File: src/rtl/scan_telegram_deframer_core_macros.svh
// Assertion macros for the scan telegram deframer.
`ifndef SCAN_TELEGRAM_DEFRAMER_CORE_MACROS_SVH
`define SCAN_TELEGRAM_DEFRAMER_CORE_MACROS_SVH

// Same-cycle implication, disabled during reset.
`define STDF_ASSERT_NOW(lbl, ante, cons) \
  lbl: assert property (@(posedge clk) disable iff (rst) (ante) |-> (cons)) \
    else $error("deframer check failed");

// Next-cycle implication, disabled during reset.
`define STDF_ASSERT_NEXT(lbl, ante, cons) \
  lbl: assert property (@(posedge clk) disable iff (rst) (ante) |=> (cons)) \
    else $error("deframer check failed");

`endif

File: src/rtl/stdf_pkg.sv
// Types and constants shared by the scan telegram deframer modules.
package stdf_pkg;

  localparam logic [7:0] START_BYTE      = 8'h02;
  localparam logic [7:0] COUNT_HIGH_MASK = 8'h1f;
  localparam logic [7:0] CLASS_MASK      = 8'h07;
  localparam logic [7:0] PLAUS_MASK      = 8'hc0;

  localparam logic [1:0] KIND_READING = 2'd0;
  localparam logic [1:0] KIND_END     = 2'd1;
  localparam logic [1:0] KIND_BAD     = 2'd2;

  localparam logic [1:0] CLASS_OK    = 2'd0;
  localparam logic [1:0] CLASS_ERROR = 2'd1;
  localparam logic [1:0] CLASS_FATAL = 2'd2;

  typedef enum logic [10:0] {
    PH_WAIT   = 11'b000_0000_0001,
    PH_ADDR   = 11'b000_0000_0010,
    PH_LEN_LO = 11'b000_0000_0100,
    PH_LEN_HI = 11'b000_0000_1000,
    PH_CMD    = 11'b000_0001_0000,
    PH_CNT_LO = 11'b000_0010_0000,
    PH_CNT_HI = 11'b000_0100_0000,
    PH_DATA   = 11'b000_1000_0000,
    PH_STATUS = 11'b001_0000_0000,
    PH_CRC_LO = 11'b010_0000_0000,
    PH_CRC_HI = 11'b100_0000_0000
  } phase_t;

  typedef struct packed {
    phase_t      phase;
    logic [12:0] readings_left;
    logic [7:0]  count_low;
    logic [7:0]  held_low_byte;
    logic        odd_byte;
    logic [7:0]  held_status;
  } state_t;

  typedef struct packed {
    logic [1:0]  kind;
    logic [15:0] reading;
    logic [7:0]  status_byte;
    logic [1:0]  status_class;
    logic        plausible;
    logic        last;
  } result_t;

endpackage

File: src/rtl/stdf_step.sv
// Next-state and result logic for one received byte.
module stdf_step (
  input  stdf_pkg::state_t  st,
  input  logic [7:0]        rx_byte,
  output stdf_pkg::state_t  st_next,
  output logic              res_valid,
  output stdf_pkg::result_t res
);
  import stdf_pkg::*;

  logic [2:0]  low3;
  logic [12:0] count;
  logic [12:0] left_dec;

  assign low3     = st.held_status[2:0] & CLASS_MASK[2:0];
  assign count    = {rx_byte[4:0] & COUNT_HIGH_MASK[4:0], st.count_low};
  assign left_dec = st.readings_left - 13'd1;

  always_comb begin
    st_next   = st;
    res_valid = 1'b0;
    res       = '0;
    case (st.phase)
      PH_ADDR:   st_next.phase = PH_LEN_LO;
      PH_LEN_LO: st_next.phase = PH_LEN_HI;
      PH_LEN_HI: st_next.phase = PH_CMD;
      PH_CMD:    st_next.phase = PH_CNT_LO;
      PH_CNT_LO: begin
        st_next.count_low = rx_byte;
        st_next.phase     = PH_CNT_HI;
      end
      PH_CNT_HI: begin
        st_next.readings_left = count;
        st_next.odd_byte      = 1'b0;
        st_next.phase         = (count == 13'd0) ? PH_STATUS : PH_DATA;
      end
      PH_DATA: begin
        if (!st.odd_byte) begin
          st_next.held_low_byte = rx_byte;
          st_next.odd_byte      = 1'b1;
        end else begin
          st_next.odd_byte      = 1'b0;
          res_valid             = 1'b1;
          res.kind              = KIND_READING;
          res.reading           = {rx_byte, st.held_low_byte};
          st_next.readings_left = left_dec;
          if (left_dec == 13'd0) begin
            st_next.phase = PH_STATUS;
          end
        end
      end
      PH_STATUS: begin
        st_next.held_status = rx_byte;
        st_next.phase       = PH_CRC_LO;
      end
      PH_CRC_LO: st_next.phase = PH_CRC_HI;
      PH_CRC_HI: begin
        res_valid        = 1'b1;
        res.kind         = KIND_END;
        res.status_byte  = st.held_status;
        res.status_class = (low3 <= 3'd2) ? CLASS_OK :
                           ((low3 == 3'd3) ? CLASS_ERROR : CLASS_FATAL);
        res.plausible    = ((st.held_status & PLAUS_MASK) == 8'h00);
        res.last         = 1'b1;
        st_next.phase    = PH_WAIT;
      end
      default: begin
        if (rx_byte == START_BYTE) begin
          st_next.phase = PH_ADDR;
        end else begin
          st_next.phase = PH_WAIT;
          res_valid     = 1'b1;
          res.kind      = KIND_BAD;
        end
      end
    endcase
  end

endmodule

File: src/rtl/stdf_oq.sv
// Two-word output register with skid stage.
module stdf_oq (
  input  logic              clk,
  input  logic              rst,
  input  logic              push,
  input  stdf_pkg::result_t push_word,
  input  logic              pop_ready,
  output logic              out_valid,
  output stdf_pkg::result_t out_word,
  output logic              full
);
  import stdf_pkg::*;

  logic    skid_valid;
  result_t skid_word;
  logic    take;

  assign take = out_valid & pop_ready;
  assign full = skid_valid;

  always_ff @(posedge clk) begin
    if (rst) begin
      out_valid  <= 1'b0;
      skid_valid <= 1'b0;
    end else if (!out_valid || take) begin
      out_valid  <= skid_valid | push;
      skid_valid <= 1'b0;
    end else if (push) begin
      skid_valid <= 1'b1;
    end
  end

  always_ff @(posedge clk) begin
    if (!out_valid || take) begin
      out_word <= skid_valid ? skid_word : push_word;
    end else if (push) begin
      skid_word <= push_word;
    end
  end

endmodule

File: src/rtl/scan_telegram_deframer_core.sv
// Scan telegram deframer top level.
// Takes one received scanner byte per cycle while not stalled and splits
// measurement telegrams into readings and a closing status word. The input
// stalls only while both the output register and its skid stage hold a word
// that the sink has not yet taken. A reading is pushed into the output
// register, or into its skid stage while that register is held, when its high
// byte is taken; so is the frame-end word on the last CRC byte and a bad-start
// word on a dropped byte. tlast marks the frame-end word, tuser the word kind.
module scan_telegram_deframer_core (
  input  logic        clk,
  input  logic        rst,
  input  logic        s_axis_tvalid,
  output logic        s_axis_tready,
  input  logic [7:0]  s_axis_tdata,  // [7:0] rx_byte
  output logic        m_axis_tvalid,
  input  logic        m_axis_tready,
  output logic [31:0] m_axis_tdata,  // [15:0] reading, [23:16] status_byte,
                                     // [25:24] status_class, [26] plausible
  output logic [1:0]  m_axis_tuser,  // [1:0] kind
  output logic        m_axis_tlast
);
  import stdf_pkg::*;

`include "scan_telegram_deframer_core_macros.svh"

  state_t  st;
  state_t  st_next;
  logic    res_valid;
  result_t res;
  result_t out_word;
  logic    q_full;
  logic    accept;

  assign s_axis_tready = ~q_full;
  assign accept        = s_axis_tvalid & s_axis_tready;

  stdf_step u_step (
    .st        (st),
    .rx_byte   (s_axis_tdata),
    .st_next   (st_next),
    .res_valid (res_valid),
    .res       (res)
  );

  stdf_oq u_oq (
    .clk       (clk),
    .rst       (rst),
    .push      (accept & res_valid),
    .push_word (res),
    .pop_ready (m_axis_tready),
    .out_valid (m_axis_tvalid),
    .out_word  (out_word),
    .full      (q_full)
  );

  always_ff @(posedge clk) begin
    if (rst) begin
      st <= '{phase: PH_WAIT, readings_left: '0, count_low: '0, held_low_byte: '0,
              odd_byte: 1'b0, held_status: '0};
    end else if (accept) begin
      st <= st_next;
    end
  end

  assign m_axis_tdata = {5'd0, out_word.plausible, out_word.status_class,
                         out_word.status_byte, out_word.reading};
  assign m_axis_tuser = out_word.kind;
  assign m_axis_tlast = out_word.last;

  `STDF_ASSERT_NOW(a_stall_only_full, !s_axis_tready, m_axis_tvalid)
  `STDF_ASSERT_NOW(a_data_has_left, st.phase == PH_DATA, st.readings_left != 13'd0)
  `STDF_ASSERT_NOW(a_end_from_crc, accept && res_valid && res.last, st.phase == PH_CRC_HI)
  `STDF_ASSERT_NEXT(a_crc_to_wait, accept && st.phase == PH_CRC_HI, st.phase == PH_WAIT)

endmodule

File: config.mk
export PLATFORM = sky130hd
export DESIGN_NAME = scan_telegram_deframer_core
export DESIGN_NICKNAME = d
export VERILOG_FILES = /design/src/rtl/stdf_pkg.sv /design/src/rtl/stdf_step.sv /design/src/rtl/stdf_oq.sv /design/src/rtl/scan_telegram_deframer_core.sv
export VERILOG_INCLUDE_DIRS = /design/src /design/src/rtl
export SDC_FILE = /design/constraint.sdc
export NUM_CORES = 1
export LEC_CHECK = 0
export ABC_CLOCK_PERIOD_IN_PS = 5700
export BUFFER_PORTS_ARGS = -buffer_cell sky130_fd_sc_hd__buf_2
export CORE_MARGIN = 2
export CORE_UTILIZATION = 40
export DETAILED_ROUTE_END_ITERATION = 8
export MAX_ROUTING_LAYER = met4
export PLACE_DENSITY = 0.66
export SLEW_MARGIN = 10
export SYNTH_ARGS = -nofsm -noshare
export SYNTH_HDL_FRONTEND = slang
export SYNTH_HIERARCHICAL = 1
export SYNTH_SLANG_ARGS = --single-unit
File: constraint.sdc
create_clock -name clk -period 5.7 [get_ports clk]
set_clock_uncertainty 0.2 [all_clocks]
set_input_delay 0.285 -clock clk [delete_from_list [all_inputs] [get_ports clk]]
set_output_delay 0.285 -clock clk [all_outputs]
set_load 0.02 [all_outputs]
# Word level (Yosys, flattened, before mapping)

Cells that the tools add are included.

Bitwise gates (word level): 7
Multiplexer cells: 19
Add/sub/neg operators: 1
Reduce and logical (&&, ||, !) cells: 15
Eq/ne operators: 14
Magnitude comparators: 1

Operators with widths:

| cell                    | number |
|---|---|
| $pmux W11 S10           | 1 |
| $mux W16                | 2 |
| $mux W30                | 1 |
| $logic_not A13 Y1       | 2 |
| $pmux W13 S2            | 1 |
| $mux W24                | 1 |
| $sub A13 B1 Y13 const B | 1 |
| $mux W12                | 1 |
| $eq A11 B10 Y1 const B  | 1 |
| $eq A11 B11 Y1 const B  | 1 |
| $eq A11 B2 Y1 const B   | 1 |
| $eq A11 B3 Y1 const B   | 1 |
| $eq A11 B4 Y1 const B   | 1 |
| $eq A11 B5 Y1 const B   | 1 |
| $eq A11 B6 Y1 const B   | 1 |
| $eq A11 B7 Y1 const B   | 1 |
| $eq A11 B8 Y1 const B   | 1 |
| $eq A11 B9 Y1 const B   | 1 |
| $mux W11                | 1 |
| $mux W9                 | 1 |
| $reduce_and A3 Y1       | 3 |
| $eq A8 B2 Y1 const B    | 1 |
| $logic_not A8 Y1        | 1 |
| $mux W2                 | 4 |
| 17 further kinds        | 26 |

Output and inout port bits: 37
Flip-flop bits (word level): 111
Word-level logic and storage cells: 77
Bits of input ports: 12

# Logic depth before layout (Yosys ltp)

Gate-level depths: netlist (run 1).

Depth after elaboration: 5
Gate-level depth with buffers: 11
Mapped depth without buffers: 9

# Cells and area by module

The synthesis (run 1) kept the hierarchy.

Modules (own cells, without submodules):

| module                      | instances | cells an instance | sequential area each (um^2) | area each (um^2) |
|---|---|---|---|---|
| scan_telegram_deframer_core | 1         | 230               | 980.9                       | 2547.4 |
| stdf_oq                     | 1         | 101               | 1841.8                      | 2240.9 |
| stdf_step                   | 1         | 242               | 0.0                         | 1636.6 |

# Least setup slack after synthesis (run 1)

Ideal clock, no wire load.

Kind: register -> register
From: register st[44] (netlist name)
To: register u_oq/skid_word[0] (netlist bit) (enable)
Buffers on the path: 0
Library setup time: 0.417 ns
Stages on the path, launching flop included: 8
Data required time: 5.083 ns
Arrival time: 2.757 ns
Slack: 2.326 ns
Clock period less this slack: 3.374 ns
Cell sequence: dfxtp_1 -> nor4_4 -> and4_1 -> and2_1 -> or3_1 -> and2_1 -> inv_1 -> nor2_1

Cells in the longest elaborated chain, start to end: 5
Elaborated cells between the ends (all ways): 14
Classes of those cells: 10 x eq/ne; 1 x mux; 1 x bitwise; 2 x reduce/logical

RTL lines:

| item                                        | RTL line                          | source |
|---|---|---|
| $eq A11 B2 Y1, or another cell as far along | stdf_step.sv:23                   | `case (st.phase)` |
| $reduce_or A8 Y1 (no source line)           | n/a                               |  |
| $pmux W1 S3 *                               | stdf_step.sv:23                   |  |
| net res_valid                               | scan_telegram_deframer_core.sv:28 | `logic res_valid;` |
| $and A1 B1 Y1 *                             | scan_telegram_deframer_core.sv:48 | `.push (accept & res_valid),` |
| $reduce_and A2 Y1 (no source line) *        | n/a                               |  |
| end signal, assigned                        | stdf_oq.sv:37                     | `skid_word <= push_word;` |
| end, declared                               | stdf_oq.sv:15                     | `result_t skid_word;` |

Mark *: on every way through the listed nets, which the timed path passes. The rest lies on a longest branch.
A chain may end at the register's enable or synchronous reset.

# Final worst setup path (run 1)

From: register st[46] (netlist name)
To: register u_oq/skid_word[21] (netlist bit) (enable)

Cells in the longest elaborated chain, start to end: 5
Elaborated cells between the ends (all ways): 14
Classes of those cells: 10 x eq/ne; 1 x mux; 1 x bitwise; 2 x reduce/logical

RTL lines:

| item                                        | RTL line |
|---|---|
| $eq A11 B2 Y1, or another cell as far along | stdf_step.sv:23 |
| $reduce_or A8 Y1 (no source line)           | n/a |
| $pmux W1 S3 *                               | stdf_step.sv:23 |
| net res_valid                               | scan_telegram_deframer_core.sv:28 |
| $and A1 B1 Y1 *                             | scan_telegram_deframer_core.sv:48 |
| $reduce_and A2 Y1 (no source line) *        | n/a |

Marked as above.

==> results.toml, run 1 <==
[synthesis]
synth_compound_area_frac = 0.106
synth-adder-area-share = 0.00389
synth_cells = 573
yosysWarnings = 6
synth_cell_types = 68
async_reset_ff_frac = 0
yosys-top-cells-area = "edfxtp_1, dfxtp_1, mux2_2"
synth_top_family_by_area = "simple AND/OR/NAND/NOR gates"
ys.flop_type = "edfxtp_1"
syn_area_sq_um = 6420
synth_top_area_cell = "edfxtp_1"
ys_seq_area_frac = 0.439
synth_edf_count = 60
synthTopCellsByCount = "edfxtp_1, mux2_2, dfxtp_1"
synth-simple-area-share = 0.294
synth_top_area_share = 0.280
synth_xor_xnor_area_share = 0.00409
ys_ff_latch = 111
avgSynthCellArea_sq_um = 11.2
synth.most_common_cell = "edfxtp_1"
synth_mux_area_frac = 0.0978

[clock_tree]
clock-sinks = 111
cts_hold_buffers = 0
post_cts_resized = 0
cts_tree = "yes"
cts_root_buf = "clkbuf_16"
clk_pin_slew_ns = 0.07
post_cts_buffers = 0
cts.path.max_buffers = 2
cts_buffers = 9
htreeDepth = 3
clkLatencyLatePin_ns = 0.36

[critical_path]
path_max_fanout = 27
worstPathArrival_ns = 3.17
critPathBufInv = 2
crit_chain = "nor4_4 -> and4_1 -> and2_1 -> or3_1 -> and2_1 -> inv_1 -> nor2_2 -> buf_4"
cp.required_ns = 5.53
slowest_delay_ns = 0.78
startpoint_type = "flip-flop"
critical_path_class = "flip-flop to flip-flop"
cpMostUsedCell = "and2_1"
cp-end-kind = "flip-flop"
path_delay_family = "simple AND/OR/NAND/NOR gates"
cp_slowest_cell = "and4_1"

[worst_hold_path]
hp-class = "primary input to flip-flop"

[status]
status = "completed"

[pwr]
switching_power_mw = 0.361
p_clk_frac = 0.379
power_density_nw_per_um2 = 224
power.leakage_nw = 2.53
intPower_mw = 1.19
peakVddDrop_uv = 131
comb_power_share = 0.066
seqPwrFrac = 0.555
power_mw = 1.55
swShare = 0.232

[sta]
slew_headroom = 0.340
rsz0062_at_grt = "no"
setup_viol = 0
fin_crit_sh = 0.586
slew_violations = 0
setup_ws_ns = 2.36
fmax_mhz = 299
period_needed_ns = 3.34
finalHoldViolCount = 0
whs_ns = 0.163
worst_pin_slew_ns = 0.986
setup-tns-final_ns = 0

[global_route]
grt_max_degree = 101
grt-ovfl-total = 0
antenna_found_initial = 0
gr-usage-all-layers = 0.174
grt_pass1_wl_mm = 22.7
grt_pass1_vias = 4284

[floorplan]
dieHeight_microns = 131
start_util = 0.407
die_w_microns = 131
row_count = 46
dieArea_sq_um = 17100
io_pins = 49
core_area_sq_um = 15800

[finish]
drive_gt1_frac = 0.292
area_delta_synth_final_pct = 7.65
fin_nets = 602
diodes = 0
fillerInstances = 1499

[detailed_routing]
viasPerCell = 5.66
routedWlPerCell_microns = 17.3
drc_errors = 0
ant_nets = 0
drt_iter0_markers = 489
dr.pass1.iters = 6
drt_wl_total_mm = 14.0
num_vias = 4580

[placed_design]
portBuffers = 43
place_congestion = 0.884
post-place-ws_ns = 2.41
dp_hpwl_mm = 8.90

[job]
cap_viol_max_count = 0
-- routing by layer --
| layer | GRT usage | share of wire |
|---|---|---|
| met2 | 0.271 | 0.46 |
| met5 | - | 0 |
| met3 | 0.0261 | 0.042 |
| met1 | 0.229 | 0.48 |
| met4 | 0.0726 | 0.021 |
-- logic make-up (layout without fill, tap and decap cells) --
family                   count (synthesis)  count (layout)
AND/OR/NAND/NOR                        243             243
XOR/XNOR                                 3               3
buffers and inverters                   56              72
multiplexers                            56              56
other                                    1               5
adder cells (fa/ha/maj)                  2               2
flip-flops                             111             111
AO/OA/AOI/OAI                          101             101
-- registers in the layout, indices dropped and copies added (netlist names) --
signal          flops
u_oq/out_valid      1
u_oq/full           1
u_oq/skid_word     30
st                 49
u_oq/out_word      30
-- metrics by stage --
| stage | std cells | utilization | cell area (sq um) |
|---|---|---|---|
| floorplan | 577 | - | 6440 |
| global placement | 793 | 0.421 | 6650 |
| detailed placement | 793 | 0.421 | 6650 |
| CTS | 809 | 0.439 | 6920 |
| global route | 809 | 0.439 | 6920 |
| finish | 809 | 0.439 | 6920 |
-- power by group through the flow --
stage	clock, mW	combinational [mW]	sequential [mW]
2_1_floorplan	0	0.0608	0.897
3_3_place_gp	0	0.103	0.879
3_5_place_dp	0	0.103	0.879
4_1_cts	0.601	0.103	0.861
5_1_grt	0.630	0.110	0.863
6_report	0.588	0.103	0.861
-- path summary, 6_finish.rpt --
path	to	cells past startpoint	startpoint	slack [ns]
worst max-delay path	u_oq/skid_word[21]	8	st[46]	2.36
worst min-delay path	u_oq/skid_word[27]	2	s_axis_tdata[7]	0.16
worst max register to register	u_oq/skid_word[21]	8	st[46]	2.36
worst min register to register	st[3]	2	st[3]	0.28
-- cell type report --
| class | instances | area, sq um | share of cell area |
|---|---|---|---|
| clock buffers | 10 | 229 | 0.0331 |
| clock inverters | 6 | 42.5 | 0.00615 |
| inverters | 8 | 30.0 | 0.00434 |
| multi-input cells | 410 | 3270 | 0.473 |
| flip-flops and latches | 111 | 2820 | 0.408 |
| well taps | 216 | 270 | 0.0391 |
| repair buffers | 48 | 253 | 0.0365 |
-- layout by cell type, fill, tap and decap left out, types with 7 or more instances in the layout --
cell type  netlist  routed
and2_1          14      14
o21ai_0         22      22
nand2_1         19      19
nand2b_1        33      33
nand4bb_1       48      48
dfxtp_1         51      50
buf_2           10      43
nand2b_4        20      20
o21ai_1         20      20
o21ai_2         20      20
clkbuf_16        0       9
edfxtp_1        60      60
nor3_1          12      12
mux2_2          54      54
inv_1            8       8
and3_1          20      20
a21oi_1          7       7
nor2_1          25      24
nand3_1          8       8
Note: power is estimated with default switching activity, not from simulation.
==> run 2: changes to the inputs <==
--- a/config.mk
+++ b/config.mk
@@ -6,13 +6,13 @@
 export SDC_FILE = /design/constraint.sdc
 export NUM_CORES = 1
 export LEC_CHECK = 0
-export ABC_CLOCK_PERIOD_IN_PS = 5700
+export ABC_CLOCK_PERIOD_IN_PS = 2900
 export BUFFER_PORTS_ARGS = -buffer_cell sky130_fd_sc_hd__buf_2
 export CORE_MARGIN = 2
 export CORE_UTILIZATION = 40
 export DETAILED_ROUTE_END_ITERATION = 8
 export MAX_ROUTING_LAYER = met4
-export PLACE_DENSITY = 0.66
+export PLACE_DENSITY = 0.68
 export SLEW_MARGIN = 10
 export SYNTH_ARGS = -nofsm -noshare
 export SYNTH_HDL_FRONTEND = slang
==> constraint.sdc (replaced) <==
create_clock -name clk -period 2.9 [get_ports clk]
set_clock_uncertainty 0.2 [all_clocks]
set_input_delay 0.145 -clock clk [delete_from_list [all_inputs] [get_ports clk]]
set_output_delay 0.145 -clock clk [all_outputs]
set_load 0.02 [all_outputs]
==> run 2 against run 1 <==
  * Critical path depth is 1 higher
  * Sequential power is 97% higher
  * Worst hold slack worse by 0.13 ns
  * Cell count is 2.2% higher
  * Clock power is 97% higher
  * Cell area is 2.5% higher
  * First-iteration DRC count is 24% higher
  * Clock-buffer cell count stayed put
  * Combinational power is 100% higher
  * Critical endpoint is now u_oq/skid_word[25]
  * Largest power group unchanged
==> results.toml, run 2 (synthesized netlist as in run 1, its figures left out) <==
[sta]
period_needed_ns = 2.66
worst_pin_slew_ns = 0.677
fin_crit_sh = 0.918
rsz0062_at_grt = "no"
finalHoldViolCount = 0
whs_ns = 0.0293
setup_ws_ns = 0.239
slew_violations = 0
slew_headroom = 0.549
fmax_mhz = 376
setup_viol = 0
setup-tns-final_ns = 0

[critical_path]
slowest_delay_ns = 0.41
r2r-start = "st[43]"
crit_chain = "nor4_4 -> a31oi_1 -> a221oi_2 -> nor3_1 -> or3_1 -> and2_1 -> inv_1 -> nor2_2 -> buf_12"
path_delay_family = "simple AND/OR/NAND/NOR gates"
cp-end-kind = "flip-flop"
r2r_cells = 9
r2r_slack_ns = 0.24
critical_path_class = "flip-flop to flip-flop"
critPathBufInv = 2
cp.required_ns = 2.81
timing.rr.end = "u_oq/skid_word[25]"
worstPathArrival_ns = 2.57
cp_slowest_cell = "dfxtp_1"
startpoint_type = "flip-flop"
path_max_fanout = 27

[floorplan]
io_pins = 49
start_util = 0.407
die_w_microns = 131
dieArea_sq_um = 17100
dieHeight_microns = 131
row_count = 46
core_area_sq_um = 15800

[detailed_routing]
drc_errors = 0
ant_nets = 0
dr.pass1.iters = 6
drt_wl_total_mm = 14.3
routedWlPerCell_microns = 17.2
num_vias = 4621
drt_iter0_markers = 605
viasPerCell = 5.59

[finish]
regArea_sq_um = 2820
fin_nets = 620
reg_top3 = "st x49, u_oq/out_word x30, u_oq/skid_word x30"
area_delta_synth_final_pct = 10.4
diodes = 0
design_area_sq_um = 7090
largest_reg_flops = 49
final_common_cell = "edfxtp_1"
final_cells = 827
fillerInstances = 1494
regMostFlops = "st"
multiInputGateArea_sq_um = 3280
drive_gt1_frac = 0.316
final_core_util = 0.450
layout_common_cells = "edfxtp_1, mux2_2, dfxtp_1, nand4bb_1, buf_2"

[pwr]
comb_power_share = 0.068
power_density_nw_per_um2 = 432
seqPwrFrac = 0.554
switching_power_mw = 0.712
p_clk_frac = 0.377
intPower_mw = 2.35
peakVddDrop_uv = 271
swShare = 0.232
power_mw = 3.06
power.leakage_nw = 2.62

[clock_tree]
cts.path.max_buffers = 2
clk_pin_slew_ns = 0.07
cts_buffers = 9
clock-sinks = 111
htreeDepth = 3
post_cts_resized = 0
clkLatencyLatePin_ns = 0.35
cts_tree = "yes"
cts_hold_buffers = 0
cts_root_buf = "clkbuf_16"
post_cts_buffers = 0

[placed_design]
dp_hpwl_mm = 9.34
dp_cells = 811
placed_area_sq_um = 6810
place_congestion = 0.898
portBuffers = 43
post-place-ws_ns = 0.148

[worst_hold_path]
hp-class = "primary input to flip-flop"
min_path_cells = 2
worstHoldStart = "s_axis_tdata[6]"
min_to = "u_oq/skid_word[26]"

[global_route]
grt_pass1_wl_mm = 23.6
grt_pass1_vias = 4426
grt_max_degree = 55
grt-ovfl-total = 0
antenna_found_initial = 0
gr-usage-all-layers = 0.181

[status]
status = "completed"

[job]
cap_viol_max_count = 0
==> run 2: changes by cell type in the layout (fill, tap and decap cells not counted), sizes merged <==
cell	change
clkinvlp	-1
buf	+18
clkinv	+1
==> run 2: area by class of cell <==
cell class / instances / area share
clock buffers: 10 / 0.0323
flip-flops and latches: 111 / 0.398
clock inverters: 6 / 0.00618
multi-input cells: 410 / 0.463
inverters: 8 / 0.00424
well taps: 216 / 0.0381
repair buffers: 66 / 0.0582
==> run 2: power groups by stage <==
stage | combinational (mW) | sequential [mW] | clock [mW]
final | 0.209 | 1.70 | 1.16
after global routing | 0.225 | 1.70 | 1.25
after CTS | 0.211 | 1.70 | 1.18
after detailed placement | 0.211 | 1.73 | 0
after global placement | 0.210 | 1.73 | 0
after floorplan | 0.121 | 1.77 | 0
==> run 2: worst max path at each step <==
| stage | startpoint | end | cells after the start |
|---|---|---|---|
| finish | st[43] | u_oq/skid_word[25] | 9 |
| CTS | st[39] | u_oq/skid_word[9] | 9 |
| detailed placement | st[44] | u_oq/skid_word[25] | 9 |
| global placement | st[44] | u_oq/skid_word[18] | 9 |
| floorplan | st[44] | u_oq/skid_word[0] | 7 |
| global route | st[39] | u_oq/skid_word[21] | 9 |
==> run 2: layer usage <==
metal | GRT usage | up-vias | wire [microns] | part of all wire
met1 | 0.242 | 2249 | 6600 | 0.46
li1 | - | 2218 | - | -
met5 | - | - | 0 | 0
met4 | 0.0676 | 0 | 279 | 0.020
met2 | 0.283 | 132 | 6670 | 0.47
met3 | 0.0224 | 22 | 709 | 0.050
==> run 3: changes to the inputs <==
--- a/config.mk
+++ b/config.mk
@@ -11,10 +11,10 @@
 export CORE_MARGIN = 2
 export CORE_UTILIZATION = 40
 export DETAILED_ROUTE_END_ITERATION = 8
+export GPL_TIMING_DRIVEN = 0
 export MAX_ROUTING_LAYER = met4
-export PLACE_DENSITY = 0.68
+export PLACE_DENSITY = 0.69
 export SLEW_MARGIN = 10
 export SYNTH_ARGS = -nofsm -noshare
 export SYNTH_HDL_FRONTEND = slang
-export SYNTH_HIERARCHICAL = 1
 export SYNTH_SLANG_ARGS = --single-unit
==> run 3 against run 2 <==
  * Wire length fell by 18%
  * Worst setup slack worse by 0.091 ns
  * Cell count decreased by 9.8%
  * Synthesized area fell by 18%
  * Sequential share of layout area is 4.7 points higher
  * Non-clock buffer count up 35
  * Sequential power hardly changed
  * Register-to-register slack got worse by 0.09 ns
  * Combinational power fell by 8%
==> results.toml, run 3 <==
[status]
status = "completed"

[synthesis]
yosysWarnings = 0
ys_seq_area_frac = 0.539
yosys-top-cells-area = "edfxtp_1, dfxtp_1, mux2i_1"
ys.flop_type = "edfxtp_1"
syn_area_sq_um = 5240
synth.most_common_cell = "edfxtp_1"
synth_edf_count = 60
synth_cell_types = 62
ys_ff_latch = 111
avgSynthCellArea_sq_um = 10.7
synthTopCellsByCount = "edfxtp_1, nor2_1, dfxtp_1"
async_reset_ff_frac = 0
synth_cells = 488
synth_top_area_cell = "edfxtp_1"
synth_top_area_share = 0.344

[pwr]
peakVddDrop_uv = 240
power_mw = 3.28
power_density_nw_per_um2 = 518
power.leakage_nw = 2.56

[finish]
regArea_sq_um = 2820
multiInputGateArea_sq_um = 2300
final_common_cell = "edfxtp_1"
area_delta_synth_final_pct = 21.0
regMostFlops = "st"
fillerInstances = 1207
layout_common_cells = "edfxtp_1, nor2_1, dfxtp_1, buf_2, nand2_1"
largest_reg_flops = 49
reg_top3 = "st x49, u_oq.out_word x30, u_oq.skid_word x30"
drive_gt1_frac = 0.240
diodes = 0
design_area_sq_um = 6340
fin_nets = 583

[sta]
worst_pin_slew_ns = 0.843
setup-tns-final_ns = 0
whs_ns = 0.272
fmax_mhz = 363
fin_crit_sh = 0.949
period_needed_ns = 2.75
setup_ws_ns = 0.148
rsz0062_at_grt = "no"
slew_violations = 0
finalHoldViolCount = 0
slew_headroom = 0.438
setup_viol = 0

[floorplan]
row_count = 41
core_area_sq_um = 12700
dieArea_sq_um = 14000
die_w_microns = 118
start_util = 0.412
dieHeight_microns = 118
io_pins = 49

[detailed_routing]
num_vias = 3958
ant_nets = 0
routedWlPerCell_microns = 15.6
viasPerCell = 5.31
drt_iter0_markers = 314
drt_wl_total_mm = 11.7
dr.pass1.iters = 5
drc_errors = 0

[clock_tree]
htreeDepth = 3
clock-sinks = 111
cts_root_buf = "clkbuf_16"
cts_tree = "yes"
cts.path.max_buffers = 2
clk_pin_slew_ns = 0.08
clkLatencyLatePin_ns = 0.36
cts_buffers = 9

[worst_hold_path]
min_to = "st[37]"
hp-class = "flip-flop to flip-flop"
min_path_cells = 2
worstHoldStart = "st[37]"

[global_route]
grt_pass1_wl_mm = 19.2
gr-usage-all-layers = 0.176
antenna_found_initial = 0
grt_max_degree = 34
grt-ovfl-total = 0
grt_pass1_vias = 3766

[critical_path]
r2r_slack_ns = 0.15
startpoint_type = "flip-flop"
r2r-start = "st[26]"
critical_path_class = "flip-flop to flip-flop"
r2r_cells = 10
slowest_delay_ns = 0.53
worstPathArrival_ns = 2.80
timing.rr.end = "st[38]"
cp-end-kind = "flip-flop"
path_max_fanout = 9
crit_start = "st[26]"
crit_chain = "inv_1 -> ha_1 -> clkbuf_4 -> or4b_4 -> nor4_4 -> xor2_1 -> nor3_1 -> a21oi_2 -> buf_6 -> mux2_4"
cp.required_ns = 2.95
cp_slowest_cell = "or4b_4"

[placed_design]
portBuffers = 43
placed_area_sq_um = 5770
place_congestion = 0.868
post-place-ws_ns = -0.386
dp_hpwl_mm = 7.81

[job]
cap_viol_max_count = 0
[run 3: critical path, delay by kind of cell (launching register included)]
| family | cells | cell delay, ns |
|---|---|---|
| DFF | 1 | 0.36 |
| buffers and inverters | 3 | 0.45 |
| muxes | 1 | 0.30 |
| xor gates and xnor gates | 1 | 0.21 |
| and+or+nand+nor | 3 | 0.78 |
| adders and majority gates | 1 | 0.14 |
| AOI/OAI and AO/OA | 1 | 0.20 |
[run 3: logic make-up (layout without fill, tap and decap cells)]
kind of cell / count (synthesis) / count (layout) / synth area share
and+or+nand+nor: 202 / 202 / 0.204
DFF: 111 / 111 / 0.539
muxes: 61 / 61 / 0.125
AOI/OAI and AO/OA: 58 / 58 / 0.0728
buffers and inverters: 45 / 127 / 0.0404
xor gates and xnor gates: 8 / 8 / 0.0134
adders and majority gates: 2 / 2 / 0.00477
other: 1 / 5 / 0.000716
[run 3: where the power goes]
part	internal, mW	switching [mW]	leakage [nW]
clock	0.776	0.614	0.164
sequential	1.69	0.0108	1.03
combinational	0.0695	0.124	1.37
[run 3: what timing repair did]
item                                    CTS  global route
resized for setup                         0             9
hold buffers                             11             0
buffers inserted                          5             6
pin swaps                                 2             2
hold endpoints to repair                 29             0
endpoints found under the setup margin   30            39
[run 3: routing by layer]
| layer | wire [microns] | global-route usage |
|---|---|---|
| met4 | 264 | 0.0729 |
| met1 | 5310 | 0.224 |
| met5 | 0 | - |
| met3 | 570 | 0.0256 |
| met2 | 5520 | 0.282 |
[run 3: layout make-up]
class,count,area share
repair buffers,66,0.0693
clock buffers,9,0.0355
inverters,10,0.00592
plain buffers,35,0.0296
clock inverters,7,0.0176
flip-flops and latches,111,0.445
well taps,172,0.0339
multi-input cells,336,0.363
[run 3: worst max path at each step]
stage | cells after the start | slack [ns] | to
CTS | 8 | 0.007 | u_oq.skid_word[17]
floorplan | 7 | -0.03 | u_oq.skid_word[0]
finish | 10 | 0.15 | st[38]
global placement | 6 | -0.69 | u_oq.skid_word[15]
global route | 10 | 0.00002 | st[38]
detailed placement | 7 | -0.39 | u_oq.skid_word[15]
[run 3: per-stage QoR]
step / utilization / std cells
3_5_place_dp: 0.453 / 708
6_report: 0.498 / 746
4_1_cts: 0.492 / 740
5_1_grt: 0.498 / 746
2_1_floorplan: - / 492
3_3_place_gp: 0.451 / 707
